<file path="src/sv/adsr_pkg.sv">
// Shared types and constants for the ADSR envelope generator.
// Used by the top level, the sample step datapath and the port checker.
`default_nettype none

package adsr_pkg;

  // Default number of fraction bits; 1.0 is 2**FRAC_BITS.
  localparam int unsigned FRAC_BITS_DEF = 24;

  // Configuration port geometry: five registers at byte addresses 4*i.
  localparam int unsigned APB_DW = 32;
  localparam int unsigned APB_AW = 5;
  localparam int unsigned REG_IDX_W = 3;

  localparam logic [REG_IDX_W-1:0] REG_ATTACK_STEP    = 3'd0;
  localparam logic [REG_IDX_W-1:0] REG_DECAY_FACTOR   = 3'd1;
  localparam logic [REG_IDX_W-1:0] REG_SUSTAIN_LEVEL  = 3'd2;
  localparam logic [REG_IDX_W-1:0] REG_RELEASE_FACTOR = 3'd3;
  localparam logic [REG_IDX_W-1:0] REG_KILL_STEP      = 3'd4;

  // Envelope stages as they appear on the phase output.
  typedef enum logic [1:0] {
    PH_RELEASE = 2'd0,
    PH_DECAY   = 2'd1,
    PH_ATTACK  = 2'd2,
    PH_KILL    = 2'd3
  } phase_e;

  // Voice events that come with a sample item.
  typedef enum logic [2:0] {
    EV_NONE  = 3'd0,
    EV_ON    = 3'd1,
    EV_OFF   = 3'd2,
    EV_RESET = 3'd3,
    EV_KILL  = 3'd4
  } event_e;

  // Current stage and the stage entered once a kill ramp ends.
  typedef struct packed {
    phase_e env;
    phase_e queued;
  } phase_state_t;

endpackage

`default_nettype wire

</file>
<file path="src/sv/adsr_envelope_generator.sv">
// Top level of the ADSR envelope generator: configuration registers,
// input and result registers, envelope state. Depends on adsr_pkg, adsr_step.
`default_nettype none

// The block takes one sample item per clock cycle while in_stall_o is low, each
// carrying an optional voice event, and returns one result item (level, phase,
// finished) per sample. An item passes through the input register and then the
// result register; the event decode, the single level multiply and
// the stage update sit between them, and the envelope state is updated as an
// item moves on. With the result side never stalling, one item is accepted
// and one delivered every cycle. Levels are unsigned with 1.0 = 2**FRAC_BITS.
// The configuration registers sit on an APB-style port at byte address 4*i
// and should be written while no items are in flight.
module adsr_envelope_generator #(
  parameter int unsigned FRAC_BITS = adsr_pkg::FRAC_BITS_DEF
) (
  input  wire logic                        clk_i,
  input  wire logic                        rst_ni,
  // Sample items in
  input  wire logic                        in_valid_i,
  output logic                             in_stall_o,
  input  wire logic [2:0]                  voice_event_i,
  // Result items out
  output logic                             out_valid_o,
  input  wire logic                        out_stall_i,
  output logic [FRAC_BITS:0]               level_o,
  output logic [1:0]                       phase_o,
  output logic                             finished_o,
  // Configuration port
  input  wire logic                        psel,
  input  wire logic                        penable,
  input  wire logic                        pwrite,
  input  wire logic [adsr_pkg::APB_AW-1:0] paddr,
  input  wire logic [adsr_pkg::APB_DW-1:0] pwdata,
  output logic [adsr_pkg::APB_DW-1:0]      prdata,
  output logic                             pready
);

  localparam int unsigned LVL_W = FRAC_BITS + 1;

  logic [LVL_W-1:0]     attack_step_q;
  logic [FRAC_BITS-1:0] decay_factor_q;
  logic [LVL_W-1:0]     sustain_level_q;
  logic [FRAC_BITS-1:0] release_factor_q;
  logic [LVL_W-1:0]     kill_step_q;

  logic                        cfg_wr;
  logic [adsr_pkg::REG_IDX_W-1:0] cfg_idx;

  logic       ev_valid_q;
  logic       ev_valid_d;
  logic [2:0] ev_q;
  logic       out_valid_q;
  logic       out_valid_d;
  logic       out_free;
  logic       advance;

  adsr_pkg::phase_state_t state_q;
  adsr_pkg::phase_state_t state_d;
  logic [LVL_W-1:0]       level_q;
  logic [LVL_W-1:0]       level_d;
  logic                   fin_d;

  logic [LVL_W-1:0] res_level_q;
  adsr_pkg::phase_e res_phase_q;
  logic             res_fin_q;

  // Configuration writes complete in the access cycle; no wait states.
  assign pready  = 1'b1;
  assign cfg_idx = paddr[adsr_pkg::APB_AW-1:2];
  assign cfg_wr  = psel && penable && pwrite && pready;

  always_ff @(posedge clk_i or negedge rst_ni) begin
    if (!rst_ni) begin
      attack_step_q    <= '0;
      decay_factor_q   <= '0;
      sustain_level_q  <= '0;
      release_factor_q <= '0;
      kill_step_q      <= LVL_W'(1);
    end else if (cfg_wr) begin
      unique case (cfg_idx)
        adsr_pkg::REG_ATTACK_STEP:    attack_step_q    <= pwdata[LVL_W-1:0];
        adsr_pkg::REG_DECAY_FACTOR:   decay_factor_q   <= pwdata[FRAC_BITS-1:0];
        adsr_pkg::REG_SUSTAIN_LEVEL:  sustain_level_q  <= pwdata[LVL_W-1:0];
        adsr_pkg::REG_RELEASE_FACTOR: release_factor_q <= pwdata[FRAC_BITS-1:0];
        adsr_pkg::REG_KILL_STEP:      kill_step_q      <= pwdata[LVL_W-1:0];
        default: begin
        end
      endcase
    end
  end

  // Register read-back; addresses past the list read as zero.
  always_comb begin
    unique case (cfg_idx)
      adsr_pkg::REG_ATTACK_STEP:    prdata = adsr_pkg::APB_DW'(attack_step_q);
      adsr_pkg::REG_DECAY_FACTOR:   prdata = adsr_pkg::APB_DW'(decay_factor_q);
      adsr_pkg::REG_SUSTAIN_LEVEL:  prdata = adsr_pkg::APB_DW'(sustain_level_q);
      adsr_pkg::REG_RELEASE_FACTOR: prdata = adsr_pkg::APB_DW'(release_factor_q);
      adsr_pkg::REG_KILL_STEP:      prdata = adsr_pkg::APB_DW'(kill_step_q);
      default:                      prdata = '0;
    endcase
  end

  // Handshake: the input register moves on whenever the result register
  // is empty or is being emptied this cycle.
  assign out_free    = !out_valid_q || !out_stall_i;
  assign advance     = ev_valid_q && out_free;
  assign in_stall_o  = ev_valid_q && !out_free;
  assign ev_valid_d  = in_stall_o ? 1'b1 : in_valid_i;
  assign out_valid_d = out_free ? ev_valid_q : 1'b1;

  always_ff @(posedge clk_i or negedge rst_ni) begin
    if (!rst_ni) begin
      ev_valid_q  <= 1'b0;
      out_valid_q <= 1'b0;
    end else begin
      ev_valid_q  <= ev_valid_d;
      out_valid_q <= out_valid_d;
    end
  end

  // Input register for the event of the waiting item.
  always_ff @(posedge clk_i) begin
    if (in_valid_i && !in_stall_o) begin
      ev_q <= voice_event_i;
    end
  end

  adsr_step #(
    .FRAC_BITS(FRAC_BITS)
  ) u_step (
    .voice_event_i   (ev_q),
    .state_i         (state_q),
    .level_i         (level_q),
    .attack_step_i   (attack_step_q),
    .decay_factor_i  (decay_factor_q),
    .sustain_level_i (sustain_level_q),
    .release_factor_i(release_factor_q),
    .kill_step_i     (kill_step_q),
    .state_o         (state_d),
    .level_o         (level_d),
    .finished_o      (fin_d)
  );

  // Envelope state advances once per item, in order.
  always_ff @(posedge clk_i or negedge rst_ni) begin
    if (!rst_ni) begin
      state_q <= '{env: adsr_pkg::PH_RELEASE, queued: adsr_pkg::PH_RELEASE};
      level_q <= '0;
    end else if (advance) begin
      state_q <= state_d;
      level_q <= level_d;
    end
  end

  // Result register.
  always_ff @(posedge clk_i) begin
    if (advance) begin
      res_level_q <= level_d;
      res_phase_q <= state_d.env;
      res_fin_q   <= fin_d;
    end
  end

  assign out_valid_o = out_valid_q;
  assign level_o     = res_level_q;
  assign phase_o     = res_phase_q;
  assign finished_o  = res_fin_q;

endmodule

`default_nettype wire

</file>
<file path="src/sv/adsr_step.sv">
// Combinational datapath for one envelope sample: applies the voice event,
// then advances the level by one sample. Depends on adsr_pkg.
`default_nettype none

module adsr_step #(
  parameter int unsigned FRAC_BITS = adsr_pkg::FRAC_BITS_DEF
) (
  input  wire logic [2:0]           voice_event_i,
  input  wire adsr_pkg::phase_state_t state_i,
  input  wire logic [FRAC_BITS:0]   level_i,
  input  wire logic [FRAC_BITS:0]   attack_step_i,
  input  wire logic [FRAC_BITS-1:0] decay_factor_i,
  input  wire logic [FRAC_BITS:0]   sustain_level_i,
  input  wire logic [FRAC_BITS-1:0] release_factor_i,
  input  wire logic [FRAC_BITS:0]   kill_step_i,
  output adsr_pkg::phase_state_t    state_o,
  output logic [FRAC_BITS:0]        level_o,
  output logic                      finished_o
);

  localparam int unsigned LVL_W = FRAC_BITS + 1;
  localparam int unsigned PROD_W = LVL_W + FRAC_BITS;
  localparam logic [LVL_W-1:0] ONE_Q = {1'b1, {FRAC_BITS{1'b0}}};
  localparam logic [LVL_W:0] ATTACK_DONE_Q =
    (LVL_W+1)'(((64'd1 << FRAC_BITS) * 64'd999) / 64'd1000);

  adsr_pkg::phase_state_t st;
  logic [LVL_W-1:0]  lv;
  logic              above;
  logic [LVL_W-1:0]  diff;
  logic [LVL_W-1:0]  mul_a;
  logic [FRAC_BITS-1:0] mul_b;
  logic [PROD_W-1:0] prod;
  logic [LVL_W-1:0]  scaled;
  logic [LVL_W:0]    attack_sum;

  // The voice event acts on the stage registers before the sample update.
  always_comb begin
    st = state_i;
    lv = level_i;
    unique case (adsr_pkg::event_e'(voice_event_i))
      adsr_pkg::EV_ON: begin
        st.env    = adsr_pkg::PH_KILL;
        st.queued = adsr_pkg::PH_ATTACK;
      end
      adsr_pkg::EV_OFF: begin
        if (state_i.env == adsr_pkg::PH_KILL) begin
          st.queued = adsr_pkg::PH_RELEASE;
        end else begin
          st.env = adsr_pkg::PH_RELEASE;
        end
      end
      adsr_pkg::EV_RESET: begin
        st.env = adsr_pkg::PH_ATTACK;
        lv     = '0;
      end
      adsr_pkg::EV_KILL: begin
        st.env    = adsr_pkg::PH_KILL;
        st.queued = adsr_pkg::PH_RELEASE;
      end
      default: begin
      end
    endcase
  end

  // One multiplier serves both release scaling and the decay distance.
  assign above  = (lv >= sustain_level_i);
  assign diff   = above ? (lv - sustain_level_i) : (sustain_level_i - lv);
  assign mul_a  = (st.env == adsr_pkg::PH_RELEASE) ? lv : diff;
  assign mul_b  = (st.env == adsr_pkg::PH_RELEASE) ? release_factor_i : decay_factor_i;
  assign prod   = PROD_W'(mul_a) * PROD_W'(mul_b);
  assign scaled = prod[PROD_W-1:FRAC_BITS];
  assign attack_sum = {1'b0, lv} + {1'b0, attack_step_i};

  // Per-stage sample update.
  always_comb begin
    state_o    = st;
    level_o    = lv;
    finished_o = 1'b0;
    unique case (st.env)
      adsr_pkg::PH_RELEASE: begin
        level_o = scaled;
      end
      adsr_pkg::PH_DECAY: begin
        // The scaled distance is never larger than the distance itself,
        // so the level moves toward sustain and never overshoots.
        level_o = above ? (sustain_level_i + scaled) : (sustain_level_i - scaled);
      end
      adsr_pkg::PH_ATTACK: begin
        if ((attack_step_i == '0) || (attack_sum > ATTACK_DONE_Q)) begin
          level_o     = ONE_Q;
          state_o.env = adsr_pkg::PH_DECAY;
        end else begin
          level_o = attack_sum[LVL_W-1:0];
        end
      end
      adsr_pkg::PH_KILL: begin
        if (lv <= kill_step_i) begin
          level_o     = '0;
          finished_o  = 1'b1;
          state_o.env = st.queued;
        end else begin
          level_o = lv - kill_step_i;
        end
      end
      default: begin
      end
    endcase
  end

endmodule

`default_nettype wire

</file>
<file path="config.mk">
export PLATFORM = sky130hd
export DESIGN_NAME = adsr_envelope_generator
export DESIGN_NICKNAME = d
export VERILOG_FILES = /design/src/sv/adsr_pkg.sv /design/src/sv/adsr_envelope_generator.sv /design/src/sv/adsr_step.sv
export SDC_FILE = /design/constraint.sdc
export NUM_CORES = 2
export LEC_CHECK = 0
export BUFFER_PORTS_ARGS = -buffer_cell sky130_fd_sc_hd__buf_2
export CAP_MARGIN = 15
export CORE_UTILIZATION = 65
export CTS_CLUSTER_SIZE = 28
export DETAILED_ROUTE_END_ITERATION = 10
export GPL_TIMING_DRIVEN = 0
export PLACE_DENSITY_LB_ADDON = 0.25
export SYNTH_ARGS = -nofsm -noshare
export SYNTH_HDL_FRONTEND = slang
export SYNTH_SLANG_ARGS = --single-unit
</file>
<file path="constraint.sdc">
create_clock -name clk_i -period 20.4 [get_ports clk_i]
set_input_delay 4.08 -clock clk_i [delete_from_list [all_inputs] [get_ports clk_i]]
set_output_delay 4.08 -clock clk_i [all_outputs]
set_load 0.005 [all_outputs]
</file>
==> results.json <==
{
  "wl_um": 142000,
  "post-route-period-util_pct": 98.5,
  "path_max_fanout": 10,
  "ios": 110,
  "worst_pin_slew_ps": 1410,
  "fin_util_pct": 70.3,
  "antenna_found_initial": 2,
  "clock_skew_ps": 14.1,
  "grt_usage_pct": 50.9,
  "rsz0062_at_grt": "false",
  "ctsLongestPathBuffers": 2,
  "synth_edf_count": 31,
  "crit_slowest_cell": "a211oi_1",
  "final_cell_mix": "688 x inv_1, 591 x nand2_1, 508 x fa_1",
  "max_clock_freq_mhz": 49.8,
  "netlist_instances": 4331,
  "numCtsBuffers": 17,
  "setup_viol": 0,
  "cts_tree": "built",
  "core-area_mm2": 0.0542,
  "dp.cells": 5137,
  "port_buffers": 91,
  "crit_type": "reg2reg",
  "met1_usage_pct": 68.1,
  "drive_above_1_share_pct": 7.76,
  "critPathArrivalTime_ps": 20290,
  "routabilityCongestion": 1.13,
  "tns_ps": 0,
  "ant_nets": 0,
  "hpwl_um": 118000,
  "clock_latency_ps": 490,
  "drt_pass1_iterations": 9,
  "synth_async_sr_flop_share_pct": 83.2,
  "max_cap_viol_count": 0,
  "numClockSinks": 185,
  "postCtsSetupBuffers": 0,
  "syn_to_final_growth_pct": 6.10,
  "final_common_cell": "inv_1",
  "post_layout_nonfiller_instances": 5181,
  "syn-mean-instance-area_um2": 8.30,
  "fp-row-count": 85,
  "slew_viol_final": 0,
  "use_met2_pct": 71.6,
  "nNetsFinal": 5310,
  "chipHeight_um": 237,
  "finalCriticalPeriod_ps": 20090,
  "synth.distinct_cells": 96,
  "netlist_area_mm2": 0.0360,
  "yosysWarnings": 0,
  "grt_util_met3_pct": 18.9,
  "die_area_mm2": 0.0563,
  "wire_per_inst_um": 27.3,
  "timing.slew.headroom_pct": 4.54,
  "insertedDiodeCount": 0,
  "grt_first_pass_wirelength_um": 208000,
  "vias": 34700,
  "die_w_um": 237,
  "hold_class": "reg2reg",
  "crit_path_end_kind": "flip-flop",
  "htreeDepth": 4,
  "hold-worst-slack_ps": 486,
  "top_usage_layer": "met2",
  "worst_setup_path_start_kind": "flip-flop",
  "cts_root_buffer": "clkbuf_16",
  "yosysSeqAreaShare_pct": 13.3,
  "critical_path.max_stage_delay_ps": 660,
  "via_per_inst": 6.70,
  "drt_iter0_drc": 5277,
  "drc": 0,
  "outcome": "finished, final reports clean",
  "start_util_pct": 66.3,
  "critPathRequiredTime_ps": 20610,
  "synthFlopType": "dfrtp_1",
  "hold_violations": 0,
  "overflow": 0,
  "synth_seq_cells": 185,
  "grt_pass1_vias": 33200,
  "grt_max_degree": 92,
  "clk_pin_slew_ps": 80,
  "path_common_cell": "fa_1"
}
worst paths after layout:
kind | startpoint | cells after the start | endpoint | slack (ps)
min reg2reg | state_q[1] | 2 | state_q[1] | 490
min in group asynchronous | rst_ni | 1 | level_q[22] | 3540
max in group asynchronous | rst_ni | 2 | kill_step_q[0] | 15970
max | ev_q[1] | 64 | level_o[22] | 310
min | state_q[1] | 2 | state_q[1] | 490
max reg2reg | ev_q[1] | 64 | level_o[22] | 310
cell type report:
cell class,count,area [um2]
Multi-Input combinational cell,3252,27800
Fill cell,4507,16100
Sequential cell,185,4790
Inverter,689,2590
Tap cell,696,871
Buffer,211,862
Timing Repair Buffer,116,691
Clock buffer,17,425
Clock inverter,15,131
flip-flops by register name, summed over array words and instances (netlist names):
register          count
sustain_level_q      25
ev_valid_q            1
level_o              25
out_valid_o           1
kill_step_q          25
ev_q                  3
level_q              25
decay_factor_q       24
release_factor_q     24
finished_o            1
state_q               4
attack_step_q        25
phase_o               2
routing by layer:
layer	vias up	share of wire, %
li1	14400	-
met1	16800	37
met2	2817	40
met3	584	16
met4	2	6.6
met5	-	0.0092
Yosys cell counts, types with 26 or more instances:
| cell type | n | area [um2] |
|---|---|---|
| a21o_1 | 70 | 526 |
| a21oi_1 | 185 | 926 |
| a22oi_1 | 53 | 398 |
| a31oi_1 | 33 | 206 |
| and2_1 | 37 | 231 |
| clkbuf_1 | 172 | 646 |
| dfrtp_1 | 153 | 3830 |
| edfxtp_1 | 31 | 931 |
| fa_1 | 508 | 10200 |
| ha_1 | 283 | 3540 |
| inv_1 | 688 | 2580 |
| mux2_2 | 112 | 1260 |
| mux2i_1 | 29 | 290 |
| nand2_1 | 591 | 2220 |
| nand2b_1 | 38 | 238 |
| nand3_1 | 57 | 285 |
| nand4_1 | 36 | 225 |
| nor2_1 | 435 | 1630 |
| nor3_1 | 42 | 210 |
| o21a_1 | 29 | 218 |
| o21ai_0 | 184 | 921 |
| o21bai_1 | 26 | 195 |
| o22ai_1 | 31 | 194 |
| xnor2_1 | 70 | 613 |
| xor2_1 | 52 | 455 |
metrics by stage:
| stage | instance area [um2] | setup WS [ps] |
|---|---|---|
| after floorplan | 36000 | 5520 |
| after global placement | 37300 | -465 |
| after detailed placement | 37500 | -430 |
| after CTS | 38000 | 211 |
| after global routing | 38100 | 52.3 |
| final | 38100 | 312 |
what timing repair did:
action                     4_1_cts  5_1_grt
pin swaps                        0        0
setup endpoints to repair        6       21
hold buffers                     0        0
gates resized for setup          3        8
cell families (layout without fill, tap and decap cells):
family | Yosys count | after routing | share of synthesized area [%]
fa+ha+maj | 796 | 796 | 38.3
simple gates | 1370 | 1370 | 16.7
mux | 141 | 141 | 4.32
other cells | 2 | 8 | 0.0209
flops | 185 | 185 | 13.3
buf+inv | 900 | 1048 | 9.57
compound gates | 814 | 814 | 14.8
xor+xnor | 123 | 123 | 3.03
worst max-delay path: cells and delay by family, from the launching register on:
| kind | cells | cell delay [ps] |
|---|---|---|
| flops | 1 | 450 |
| fa+ha+maj | 10 | 4610 |
| compound gates | 20 | 6350 |
| simple gates | 13 | 2210 |
| buf+inv | 18 | 5520 |
| xor+xnor | 3 | 590 |
Power is not shown: default switching activity piles up to over one toggle a cycle in this logic, so the estimate is an artifact.
